**src/rtl/mufc_pkg.sv**
```systemverilog
// ----------------------------------------------------------------------------
// mufc_pkg
// Shared codes, widths and constants of the meter UART frame codec.
// ----------------------------------------------------------------------------
package mufc_pkg;

	localparam int ReqW     = 2;
	localparam int AddrW    = 12;
	localparam int ValueW   = 32;
	localparam int ByteW    = 8;
	localparam int KindW    = 2;
	localparam int FrameLen = 8;
	localparam int IdxW     = $clog2(FrameLen);

	localparam int InDataW  = 56;
	localparam int OutDataW = 48;

	localparam logic [ReqW-1:0] REQ_WRITE   = 2'd0;
	localparam logic [ReqW-1:0] REQ_READ    = 2'd1;
	localparam logic [ReqW-1:0] REQ_RX_BYTE = 2'd2;
	localparam logic [ReqW-1:0] REQ_TIMEOUT = 2'd3;

	localparam logic [KindW-1:0] KIND_TX      = 2'd0;
	localparam logic [KindW-1:0] KIND_READ_OK = 2'd1;
	localparam logic [KindW-1:0] KIND_READ_ER = 2'd2;

	localparam logic [ByteW-1:0] FRAME_HEADER = 8'h7D;
	localparam logic [ByteW-1:0] CS_OFFSET    = 8'h33;
	localparam logic [3:0]       NIBBLE_MASK  = 4'hF;
	localparam logic [ByteW-1:0] READ_FLAG    = 8'h01;
	localparam logic [ByteW-1:0] READ_DATA0   = 8'h01;

	localparam logic [IdxW-1:0] IDX_LAST = IdxW'(FrameLen - 1);

	function automatic logic odd_parity(input logic [ByteW-1:0] b);
		odd_parity = ~(^b);
	endfunction

endpackage

```
**src/rtl/meter_uart_frame_codec_top.sv**
```systemverilog
// ----------------------------------------------------------------------------
// meter_uart_frame_codec_top
// Builds meter command frames and decodes collected read replies.
// ----------------------------------------------------------------------------
// Input channel s_*: s_tuser is the request type (write, read, received
// byte, receive timeout); s_tdata holds address, write value and rx byte.
// Output channel m_*: s_tuser-like m_tuser is the result kind; a transmit
// byte carries its odd parity bit in m_tdata and m_tlast on frame byte 8.
// A write or read command yields eight transmit items, one per cycle while
// m_* is not stalled; the single frame-byte emitter behind the input
// register steps through them. A received byte or timeout yields at most
// one reply item. The first result of an item passes the input register
// and then the output register before it is on m_*. The next item is
// taken in the cycle the current one finishes, so items run back to back.
// Reset clears the input stage, the output register and the byte count;
// the collected bytes are not cleared. When the receiver holds m_tready
// low, the output register holds its item and an input item that needs
// output stalls; s_tready drops once the input stage is full.
// ----------------------------------------------------------------------------
module meter_uart_frame_codec_top (
	input  logic                            clk,
	input  logic                            arst_n,
	input  logic                            s_tvalid,
	output logic                            s_tready,
	// s_tdata: reg_addr[11:0], write_value[43:12], rx_byte[51:44], zero pad
	input  logic [mufc_pkg::InDataW-1:0]    s_tdata,
	// s_tuser: req_type[1:0]
	input  logic [mufc_pkg::ReqW-1:0]       s_tuser,
	output logic                            m_tvalid,
	input  logic                            m_tready,
	// m_tdata: tx_byte[7:0], tx_parity[8], read_value[40:9], zero pad
	output logic [mufc_pkg::OutDataW-1:0]   m_tdata,
	// m_tuser: kind[1:0]
	output logic [mufc_pkg::KindW-1:0]      m_tuser,
	output logic                            m_tlast
);

	logic                              valid_s1;
	logic [mufc_pkg::ReqW-1:0]         req_s1;
	logic [mufc_pkg::AddrW-1:0]        addr_s1;
	logic [mufc_pkg::ValueW-1:0]       value_s1;
	logic [mufc_pkg::ByteW-1:0]        rxb_s1;
	logic [mufc_pkg::IdxW-1:0]         idx_q;

	logic [mufc_pkg::IdxW-1:0]         rx_count_q;
	logic [mufc_pkg::ByteW-1:0]        rx_bytes_q [mufc_pkg::FrameLen];

	logic                              out_valid_q;
	logic [mufc_pkg::KindW-1:0]        out_kind_q;
	logic [mufc_pkg::ByteW-1:0]        out_byte_q;
	logic                              out_par_q;
	logic                              out_last_q;
	logic [mufc_pkg::ValueW-1:0]       out_value_q;

	logic                              is_cmd;
	logic                              is_rx;
	logic                              needs_out;
	logic                              out_free;
	logic                              fire;
	logic                              done;
	logic                              rx_full;
	logic                              reply_ok;
	logic [mufc_pkg::ByteW-1:0]        ctrl_byte;
	logic [mufc_pkg::ByteW-1:0]        d0, d1, d2, d3;
	logic [mufc_pkg::ByteW-1:0]        sum;
	logic [mufc_pkg::ByteW-1:0]        csum;
	logic [mufc_pkg::ByteW-1:0]        frame_byte;
	logic [mufc_pkg::ValueW-1:0]       reply_value;

	assign is_cmd    = (req_s1 == mufc_pkg::REQ_WRITE) || (req_s1 == mufc_pkg::REQ_READ);
	assign is_rx     = (req_s1 == mufc_pkg::REQ_RX_BYTE);
	assign rx_full   = (rx_count_q == mufc_pkg::IDX_LAST);
	assign needs_out = !is_rx || rx_full;
	assign out_free  = !out_valid_q || m_tready;
	assign fire      = valid_s1 && (!needs_out || out_free);
	assign done      = fire && (!is_cmd || (idx_q == mufc_pkg::IDX_LAST));
	assign s_tready  = !valid_s1 || done;

	always_comb begin
		ctrl_byte = {addr_s1[11:8] & mufc_pkg::NIBBLE_MASK, 4'h0};
		if (req_s1 == mufc_pkg::REQ_READ) begin
			ctrl_byte = ctrl_byte | mufc_pkg::READ_FLAG;
			d0 = mufc_pkg::READ_DATA0;
			d1 = '0;
			d2 = '0;
			d3 = '0;
		end else begin
			d0 = value_s1[7:0];
			d1 = value_s1[15:8];
			d2 = value_s1[23:16];
			d3 = value_s1[31:24];
		end
		sum  = mufc_pkg::FRAME_HEADER + ctrl_byte + addr_s1[7:0] + d0 + d1 + d2 + d3;
		csum = ~sum + mufc_pkg::CS_OFFSET;
		case (idx_q)
			3'd0: frame_byte = mufc_pkg::FRAME_HEADER;
			3'd1: frame_byte = ctrl_byte;
			3'd2: frame_byte = addr_s1[7:0];
			3'd3: frame_byte = d0;
			3'd4: frame_byte = d1;
			3'd5: frame_byte = d2;
			3'd6: frame_byte = d3;
			default: frame_byte = csum;
		endcase
	end

	assign reply_ok    = rx_full && (rx_bytes_q[0] == mufc_pkg::FRAME_HEADER);
	assign reply_value = {rx_bytes_q[6], rx_bytes_q[5], rx_bytes_q[4], rx_bytes_q[3]};

	always_ff @(posedge clk or negedge arst_n) begin
		if (!arst_n) begin
			valid_s1 <= 1'b0;
		end else if (s_tvalid && s_tready) begin
			valid_s1 <= 1'b1;
		end else if (done) begin
			valid_s1 <= 1'b0;
		end
	end

	always_ff @(posedge clk) begin
		if (s_tvalid && s_tready) begin
			req_s1   <= s_tuser;
			addr_s1  <= s_tdata[11:0];
			value_s1 <= s_tdata[43:12];
			rxb_s1   <= s_tdata[51:44];
		end
	end

	always_ff @(posedge clk or negedge arst_n) begin
		if (!arst_n) begin
			idx_q <= '0;
		end else if (done) begin
			idx_q <= '0;
		end else if (fire) begin
			idx_q <= idx_q + 1'b1;
		end
	end

	always_ff @(posedge clk or negedge arst_n) begin
		if (!arst_n) begin
			rx_count_q <= '0;
		end else if (fire) begin
			if (is_rx && !rx_full) begin
				rx_count_q <= rx_count_q + 1'b1;
			end else begin
				rx_count_q <= '0;
			end
		end
	end

	always_ff @(posedge clk) begin
		if (fire && is_rx) begin
			rx_bytes_q[rx_count_q] <= rxb_s1;
		end
	end

	always_ff @(posedge clk or negedge arst_n) begin
		if (!arst_n) begin
			out_valid_q <= 1'b0;
		end else if (fire && needs_out) begin
			out_valid_q <= 1'b1;
		end else if (m_tready) begin
			out_valid_q <= 1'b0;
		end
	end

	always_ff @(posedge clk) begin
		if (fire && needs_out) begin
			if (is_cmd) begin
				out_kind_q  <= mufc_pkg::KIND_TX;
				out_byte_q  <= frame_byte;
				out_par_q   <= mufc_pkg::odd_parity(frame_byte);
				out_last_q  <= (idx_q == mufc_pkg::IDX_LAST);
				out_value_q <= '0;
			end else begin
				out_kind_q  <= reply_ok ? mufc_pkg::KIND_READ_OK : mufc_pkg::KIND_READ_ER;
				out_byte_q  <= '0;
				out_par_q   <= 1'b0;
				out_last_q  <= 1'b0;
				out_value_q <= reply_ok ? reply_value : '0;
			end
		end
	end

	assign m_tvalid = out_valid_q;
	assign m_tuser  = out_kind_q;
	assign m_tlast  = out_last_q;
	assign m_tdata  = {7'd0, out_value_q, out_par_q, out_byte_q};

endmodule

```
**config.mk**
```make
export PLATFORM = sky130hd
export DESIGN_NAME = meter_uart_frame_codec_top
export DESIGN_NICKNAME = d
export VERILOG_FILES = /design/src/rtl/mufc_pkg.sv /design/src/rtl/meter_uart_frame_codec_top.sv
export SDC_FILE = /design/constraint.sdc
export NUM_CORES = 1
export LEC_CHECK = 0
export ABC_AREA = 1
export BUFFER_PORTS_ARGS = -buffer_cell sky130_fd_sc_hd__buf_4
export CAP_MARGIN = 10
export CORE_MARGIN = 1.5
export CORE_UTILIZATION = 50
export CTS_CLUSTER_SIZE = 12
export DETAILED_ROUTE_END_ITERATION = 12
export MAX_ROUTING_LAYER = met4
export PLACE_DENSITY_LB_ADDON = 0.15
export SLEW_MARGIN = 40
export SYNTH_ARGS = -nofsm -noshare
export SYNTH_HDL_FRONTEND = slang
export SYNTH_SLANG_ARGS = --single-unit
```
**constraint.sdc**
```tcl
create_clock -name clk -period 6.9 [get_ports clk]
set_input_delay 1.38 -clock clk [delete_from_list [all_inputs] [get_ports clk]]
set_output_delay 1.38 -clock clk [all_outputs]
set_load 0.05 [all_outputs]
```
==> summary by stage, run 1 <==
Outcome
The flow ran to the end, and the final reports show no timing, DRC or antenna violations.

Synth
The multiplexer area fraction after synthesis is 0%. The top-area cell type share of the netlist area is 57.37%. The number of synthesized register bits is 146. The dominant combinational cell family by area after synthesis is simple AND/OR/NAND/NOR gates.

Summing the areas of all compound-gate instances in the mapped netlist gives 2.269% of the synthesized area. After synthesis, the mean cell area works out to 10.54 sq um. Yosys attributes the largest share of cell area to sky130_fd_sc_hd__edfxtp_1 (57%), sky130_fd_sc_hd__inv_1 (7.3%), sky130_fd_sc_hd__nand2_1 (6.6%).

Of the total synthesized cell area, the portion taken by XOR and XNOR cells is less than 1%. Of the total synthesized cell area, the portion taken by AND, OR, NAND and NOR gates is 17.34%. The cell accounting for the most synthesized area is sky130_fd_sc_hd__edfxtp_1.

The number of distinct library cells after synthesis is 36. The netlist area before placement is 7223 sq um. The fraction of the mapped netlist area in adder cells is 10.60%. The count of warnings emitted by yosys is 0. The synthesized netlist cell count is 685.

The post-synthesis sequential area ratio is 60.14%.

Worst setup path
Data on the critical path arrives at its endpoint at 5880 ps. Traced cell by cell, the critical path runs through inv_2 -> nand2_4 -> inv_2 -> nor2_1 -> fa_1 -> inv_1 -> fa_1 -> inv_1 -> fa_1 -> fa_1 -> ha_1 -> nand2_1 -> nand2_1 -> inv_1 -> nand2_1 -> nand2_1 -> nand2_1 -> o21ai_0 -> nand3b_1 -> nand2_1 -> a21oi_2 -> nand2_1 -> nand2_1 -> nor2_2. The depth of the critical timing path with buffers and inverters included is 24. STA classifies the critical path startpoint as a register. The highest-delay cell along the critical path is sky130_fd_sc_hd__edfxtp_1.

The worst stage delay on the critical path is 590 ps. The critical path is of the register to register type. Along the worst path, the maximum fanout reaches 40. The data required time at the worst endpoint is 7070 ps. The worst register-to-register path has a depth of 24. The cell seen most often among critical-path stages is sky130_fd_sc_hd__nand2_1. The element type at the critical path end is a register. The top cell family by delay on the critical path is adder cells.

The number of buffers and inverters on the critical path is 5.

Placement
The count of input and output buffers is 103. Detailed placement ended at an HPWL of 10.29 mm. The placed standard-cell area is around 8200 sq um. Routability-driven placement finished with a final weighted congestion of 0.9186.

STA
The smallest clock period supported by the final layout is computed as 5707 ps. For the pin with the worst max-slew slack, the measured transition is ~860 ps. On the final layout, the worst clock skew is 11.84 ps. The worst pin sits at a relative slew slack of a little over two fifths.

Hold timing on the final database bottoms out at a slack of 549.8 ps. The achievable frequency is 175.2 MHz. Setup violations remaining at the end of the flow were counted as 0. Setup repair after global routing left no endpoint under its margin. The period utilization is between 80 and 90%.

The number of slew-limit violations in the final report is 0. The final hold violation count is 0. The post-route setup TNS is 0 ps.

Floorplanning
The horizontal die dimension is 123.2 um. The initial cell density of the core is 51.64%. The floorplan step defined a core boundary enclosing 13990 sq um. The die outline area is between 15000 and 20000 sq um. Row generation in the floorplan step produced 43 rows. The height of the die is 123.2 um. The number of top-level pins is 115.

Finish
Once layout is complete, the utilization of the core stands at between 60% and 70%. The commonest non-fill, non-tap cell in the layout is sky130_fd_sc_hd__inv_1. Of the cells placed in the final design, the portion with a size suffix greater than 1 is a little under a fifth. With fillers left out, the area of the finished cells amounts to 8798 sq um. The number of antenna diodes in the final layout is 0. The area added between synthesis and finish is 21.81%. The number of nets in the layout is slightly above 900. The top cell types in the final layout, fill and taps aside, are sky130_fd_sc_hd__inv_1 (139), sky130_fd_sc_hd__edfxtp_1 (138), sky130_fd_sc_hd__nand2_1 (127).

Global routing
The initial antenna violation count is 0. The wire length of the first global-routing pass is 21.87 mm. The total global-route track usage is 20.07%.

The number of global-route vias before repair is 4530. After global routing the overflow that remains totals 0. The largest net degree at the start of global routing is 55.

Power and ir drop
For this design the ratio of total power to cell area is 489.1 nW/um^2. The completed layout was analyzed and its total power is ~4.3 mW. IR analysis of the VDD net gives a maximum drop of 0.2419 mV. The static leakage is slightly above 4 nW.

Clock tree
The number of setup buffers added after CTS is 0. The clock slew seen by the registers of the worst setup and hold paths is around 60 ps. The total of hold buffers inserted after clock tree synthesis is 0. CTS placed an instance of sky130_fd_sc_hd__clkbuf_16 at the clock tree root. The deepest level of the CTS H-tree is 4. TritonCTS built the clock tree. The longest clock path from root to sink contains 2 buffers. Counting every sink on the clock net gives 146. TritonCTS created 17 clock buffers.

At the later pin of the worst-skew pair, clock insertion delay measures 420 ps. The total of cells resized after clock tree synthesis is 0.

Min path
The min-delay analysis places its worst path in the category register to register. Along the worst hold path, the cell count comes to 2.

Route
The routed layout has 4875 vias. The detailed-routing iteration count for the pre-antenna-repair pass is 5. For this block, the initial DRC count from the detailed router was 312. The detail route stage leaves a number of antenna-violating nets equal to 0. The detailed-route wire length per cell is between 10 and 15 um. The total length of routed wires is 13.82 mm. After detailed routing, the number of vias per cell comes to just under 5. After detailed routing, the number of remaining DRC violations is 0.

Run
The number of max-cap violations is 0.
-- cells in the mapped netlist --
| master | count |
|---|---|
| sky130_fd_sc_hd__inv_1 | 140 |
| sky130_fd_sc_hd__edfxtp_1 | 138 |
| sky130_fd_sc_hd__nand2_1 | 127 |
| sky130_fd_sc_hd__nor2_1 | 93 |
| sky130_fd_sc_hd__nand3_1 | 53 |
| sky130_fd_sc_hd__ha_1 | 26 |
| sky130_fd_sc_hd__fa_1 | 22 |
| sky130_fd_sc_hd__buf_4 | 9 |
| sky130_fd_sc_hd__o21ai_0 | 9 |
| sky130_fd_sc_hd__dfrtp_1 | 8 |
| sky130_fd_sc_hd__nand4_1 | 8 |
| sky130_fd_sc_hd__a21oi_1 | 6 |
| sky130_fd_sc_hd__inv_2 | 5 |
| sky130_fd_sc_hd__nor4_1 | 5 |
| sky130_fd_sc_hd__buf_6 | 4 |
| sky130_fd_sc_hd__clkbuf_1 | 4 |
| sky130_fd_sc_hd__o21ai_1 | 3 |
| sky130_fd_sc_hd__o22ai_1 | 3 |
| sky130_fd_sc_hd__nand2_2 | 2 |
| sky130_fd_sc_hd__nand3b_1 | 2 |
| sky130_fd_sc_hd__o21bai_1 | 2 |
| sky130_fd_sc_hd__or2_2 | 2 |
| sky130_fd_sc_hd__a211oi_1 | 1 |
| sky130_fd_sc_hd__a21oi_2 | 1 |
| sky130_fd_sc_hd__a22oi_1 | 1 |
| sky130_fd_sc_hd__buf_1 | 1 |
| sky130_fd_sc_hd__conb_1 | 1 |
| sky130_fd_sc_hd__nand2_4 | 1 |
| sky130_fd_sc_hd__nand3_2 | 1 |
| sky130_fd_sc_hd__nor2_2 | 1 |
| sky130_fd_sc_hd__nor3_1 | 1 |
| sky130_fd_sc_hd__o211ai_1 | 1 |
| sky130_fd_sc_hd__o221ai_1 | 1 |
| sky130_fd_sc_hd__or4_1 | 1 |
| sky130_fd_sc_hd__xnor2_1 | 1 |
| sky130_fd_sc_hd__xor2_1 | 1 |
-- worst register-to-register path, delay by kind of cell (launching register included) --
family / cells / cell delay, ps
AND/OR/NAND/NOR: 12 / 1130
buffers and inverters: 5 / 760
AO/OA/AOI/OAI: 2 / 550
adder cells (fa/ha/maj): 5 / 2430
flip-flops: 1 / 590
-- sequential cells by signal, summed over array words and instances, names as in the netlist, 2 cells and up --
register and count:
rx_bytes_q 40, m_tdata 32, value_s1 32, addr_s1 12, out_byte_q 8, rxb_s1 8, idx_q 3, rx_count_q 3
m_tuser 2, req_s1 2
-- final cells by class --
| type | instances | area [sq um] |
|---|---|---|
| Clock buffer | 18 | 429.2 |
| Timing Repair Buffer | 111 | 860.8 |
| Inverter | 145 | 544.3 |
| Sequential cell | 146 | 4344 |
| Clock inverter | 14 | 153.9 |
| Tap cell | 180 | 225.2 |
| Fill cell | 1126 | 5190 |
| Multi-Input combinational cell | 382 | 2241 |
-- metrics by stage --
| step | worst slack [ps] | cells |
|---|---|---|
| after global routing | 635.9 | 996 |
| after floorplan | 1958 | 691 |
| final | 1193 | 996 |
| after detailed placement | 1213 | 964 |
| after CTS | 1194 | 996 |
| after global placement | 1247 | 962 |
-- path summary, 6_finish.rpt --
path | start | endpoint | slack, ps
min | rx_bytes_q[6][4]$_DFFE_PP_ | m_tdata[37]$_SDFFCE_PP0P_ | 550
max | req_s1[1]$_DFFE_PP_ | out_par_q$_SDFFCE_PN0P_ | 1190
min reg2reg | rx_bytes_q[6][4]$_DFFE_PP_ | m_tdata[37]$_SDFFCE_PP0P_ | 550
max reg2reg | req_s1[1]$_DFFE_PP_ | out_par_q$_SDFFCE_PN0P_ | 1190
max in group asynchronous | arst_n | idx_q[2]$_DFFE_PN0P_ | 6000
min in group asynchronous | arst_n | rx_count_q[0]$_DFFE_PN0P_ | 760
-- cells by family (layout without fill, tap and decap cells) --
family	after synthesis	after routing
AOI/OAI and AO/OA	28	28
xor gates and xnor gates	2	2
adders and majority gates	48	48
buffers and inverters	163	288
DFF	146	146
other	1	7
and+or+nand+nor	297	297
-- metal layers --
metal | part of all wire [%] | global-route usage [%] | up-vias
li1 | - | - | 2426
met4 | 1.0 | 7.112 | 0
met1 | 46 | 28.27 | 2268
met2 | 45 | 28.96 | 166
met5 | 0 | - | -
met3 | 7.6 | 4.428 | 15
-- report_power, final --
part | switching, mW | internal [mW] | total (mW)
logic | 1.45 | 0.759 | 2.21
registers | 0.0630 | 1.12 | 1.19
clock network | 0.366 | 0.538 | 0.904
total | 1.88 | 2.42 | 4.30
(Power assumes the default switching activity.)
==> run 2, diff against run 1 <==
- clock period: 6.9 -> 4.8 ns (I/O delays scaled with it)
==> run 2 against run 1 <==
  * Total power is 55% higher
  * Die area did not move
  * Critical path depth increased by 1
  * Worst hold slack lost 200 ps
  * Setup slack lost 1100 ps
  * Count of clock-buffer cells in the layout did not move
  * Global-route usage grew 0.64 points
  * Clock power increased by 49%
  * Combinational power up 63%
  * Clock skew rose by 5.7 ps
  * Maximum frequency rose by 22%
  * Critical endpoint unchanged
  * Largest cell class unchanged
  * Largest power group unchanged
  * Highest routed layer unchanged
==> summary by stage, run 2 (synthesized netlist as in run 1, its figures left out) <==
Worst setup path
The slowest stage of the critical path is the sky130_fd_sc_hd__fa_1 cell. The worst stage delay on the critical path is 530 ps. The top cell family by delay on the critical path is adder cells. The worst setup path is captured at a register. At the worst endpoint, the required time is around 5000 ps.

For the worst setup path, the data arrival time is 4830 ps. The critical path runs through a total of 25 cells. By instance count, the cell type seen most on the critical path is sky130_fd_sc_hd__fa_1. Along the worst path, the maximum fanout reaches 6.

The number of buffers and inverters on the critical path is 7. The startpoint type of the worst setup path is a register. The logic depth of the worst register-to-register path is 25. The worst setup path is of the register to register kind.

STA
Based on the critical path, the design can be clocked at up to 214.5 MHz. The worst hold slack across all endpoints is 351.3 ps. Subtracting the final worst setup slack from the clock period gives 4662 ps. The post-route setup TNS is 0 ps. The final hold violation count was 0. Headroom to the max-slew limit came out at a little over half. For the pin with the worst max-slew slack, the measured transition is 702.8 ps. The number of slew-limit violations in the final report is 0.

Setup repair after global routing could not meet its margin everywhere. Setup violations remaining at the end of the flow were counted as 0. The worst path uses 97.12% of the clock period. The clock arrives with around 18 ps of skew.

Finish
The area occupied by registers is roughly 4300 sq um. The commonest non-fill, non-tap cell in the layout is sky130_fd_sc_hd__edfxtp_1. In the final layout, the multi-input gates occupy 2336 sq um. The library cells used most frequently in the layout, excluding fill and tap cells, are sky130_fd_sc_hd__edfxtp_1 (138), sky130_fd_sc_hd__inv_1 (136), sky130_fd_sc_hd__nand2_1 (119), sky130_fd_sc_hd__buf_4 (119), sky130_fd_sc_hd__nor2_1 (85). The repair_antennas step left the layout with diodes totalling 0.

The register with the most flip-flops in the layout has 40 of them. The share of the core filled with cells is 64.44%. rx_bytes_q holds more flip-flops than any other register.

The ratio of cells with drive above 1 in the final layout is 23.67%. Fill cells in the final layout number 1099. The area growth from synthesis to layout is 24.79%. The net count of the finished layout is 926. The count of non-filler cells in the finished layout is between 1000 and 1500.

Global routing
The first global-routing pass estimated 22.62 mm of wire. For this run the aggregate overflow at the end of global routing stands at 0. The number of global-route vias before repair was 4736. The initial antenna violation count is 0. The total global-route track usage is 20.71%. The largest net degree at the start of global routing is 55.

Power and ir drop
The worst ir drop on vdd is a little over 0.4 mV. The power per cell area is roughly 740 nW/um^2. The share of total power dissipated in combinational logic is 54.1%.

Cell internal power was estimated by the tool at 3.767 mW. Of the total power, registers draw 25.6%. The power consumption is 6.665 mW.

The clock network burns 20.3% of the power. The switching power is 2.898 mW. The switching share of total power is a little over two fifths. Summed over all cells, the static leakage comes to 4.205 nW.

Clock tree
The clock passes through at most 2 buffers. Clock tree synthesis found a total of 146 sinks. The clock tree from TritonCTS is built. CTS built an H-tree with a depth of 4. The cell sitting at the root of the clock tree is a sky130_fd_sc_hd__clkbuf_16. In this run, post-CTS hold repair placed 0 buffers.

TritonCTS created 17 clock buffers. The later pin in the worst-skew pair is clocked with a latency of between 400 and 500 ps. After clock tree synthesis, the clock-pin slew on the worst setup and hold paths is 60 ps.

Route
Wires add up to 14.57 mm. Detailed routing inserted a total of 5009 vias. The detailed router finished its first iteration with ~480 violations. The detailed-route wire length per cell is 14.46 um.

The DRC violations left is 0. The via density per instance is 4.969. Once detail routing completed, the nets flagged for antenna violations numbered 0. The detailed-routing iteration count for the pre-antenna-repair pass is 5.

Floorplanning
Pin placement for this block handled 115 I/O pins. The initial cell density of the core is 51.64%. The die outline area is around 15000 sq um. In this run the standard cell core region covers 13990 sq um.

Measured along the x axis, the die boundary spans about 120 um. The number of placement rows is 43. In this run the vertical extent of the chip is 123.2 um.

Placement
The final RePlAce weighted congestion is roughly 0.93. Including well taps, the total number of placed cells is 975. The HPWL after detailed placement is between 10 and 15 mm. Input and output buffers added on the ports amount to 103.

Outcome
The flow ran to the end, and the final reports show no timing, DRC or antenna violations.

Min path
The worst hold path belongs to the class input pin to async pin.

Run
The number of max-cap violations is 0.
run 2: cell types whose count changed in the layout (fill, tap and decap cells not counted), sizes merged:
| cell | change |
|---|---|
| clkinv | -3 |
| buf | +13 |
| bufinv | +1 |
| inv | +1 |
run 2: cell type report:
class	count	area share (%)
Clock buffer	18	4.761
Clock inverter	13	1.943
Inverter	145	6.066
Multi-Input combinational cell	382	25.92
Sequential cell	146	48.20
Tap cell	180	2.499
Timing Repair Buffer	124	10.62
run 2: worst reg2reg max path, delay by kind of cell, from the launching register on:
kind,cells,cell delay [ps]
flops,1,410
buf+inv,7,540
compound gates,1,200
simple gates,12,950
fa+ha+maj,5,2310
run 2: metrics by stage:
stage | cell area, sq um | setup WS, ps
detailed placement | 8285 | -58.64
global route | 9014 | -131.9
finish | 9014 | 138.4
global placement | 8255 | 10.40
CTS | 8905 | 10.44
floorplan | 7249 | 22.22
run 2: per-layer routing:
metal / wire length (um) / up-vias / GRT usage, %
met5: 0 / - / -
met4: 235 / 0 / 7.687
met3: 1022 / 16 / 4.244
met2: 6727 / 193 / 31.01
met1: 6585 / 2346 / 28.24
li1: - / 2454 / -
run 2: power groups by stage:
stage,clock network (mW),registers [mW],logic [mW]
after floorplan,0,1.98,2.15
after global placement,0,1.73,3.09
after detailed placement,0,1.73,3.19
after CTS,1.38,1.71,3.27
after global routing,1.43,1.72,4.05
final,1.35,1.71,3.60
run 2: path summary, 6_finish.rpt:
kind,slack [ps],start,endpoint
worst max-delay path,140,req_s1[1]$_DFFE_PP_,out_par_q$_SDFFCE_PN0P_
worst max register to register,140,req_s1[1]$_DFFE_PP_,out_par_q$_SDFFCE_PN0P_
worst min-delay path,350,arst_n,valid_s1$_DFFE_PN0P_
max in group asynchronous,4310,arst_n,rx_count_q[2]$_DFFE_PN0P_
worst min register to register,550,rx_bytes_q[3][3]$_DFFE_PP_,m_tdata[12]$_SDFFCE_PP0P_
min in group clk,550,rx_bytes_q[3][3]$_DFFE_PP_,m_tdata[12]$_SDFFCE_PP0P_
run 2: timing repair:
action,4_1_cts,5_1_grt
pin swaps,0,17
buffers inserted,0,2
resized for setup,3,31
setup endpoints to repair,1,2
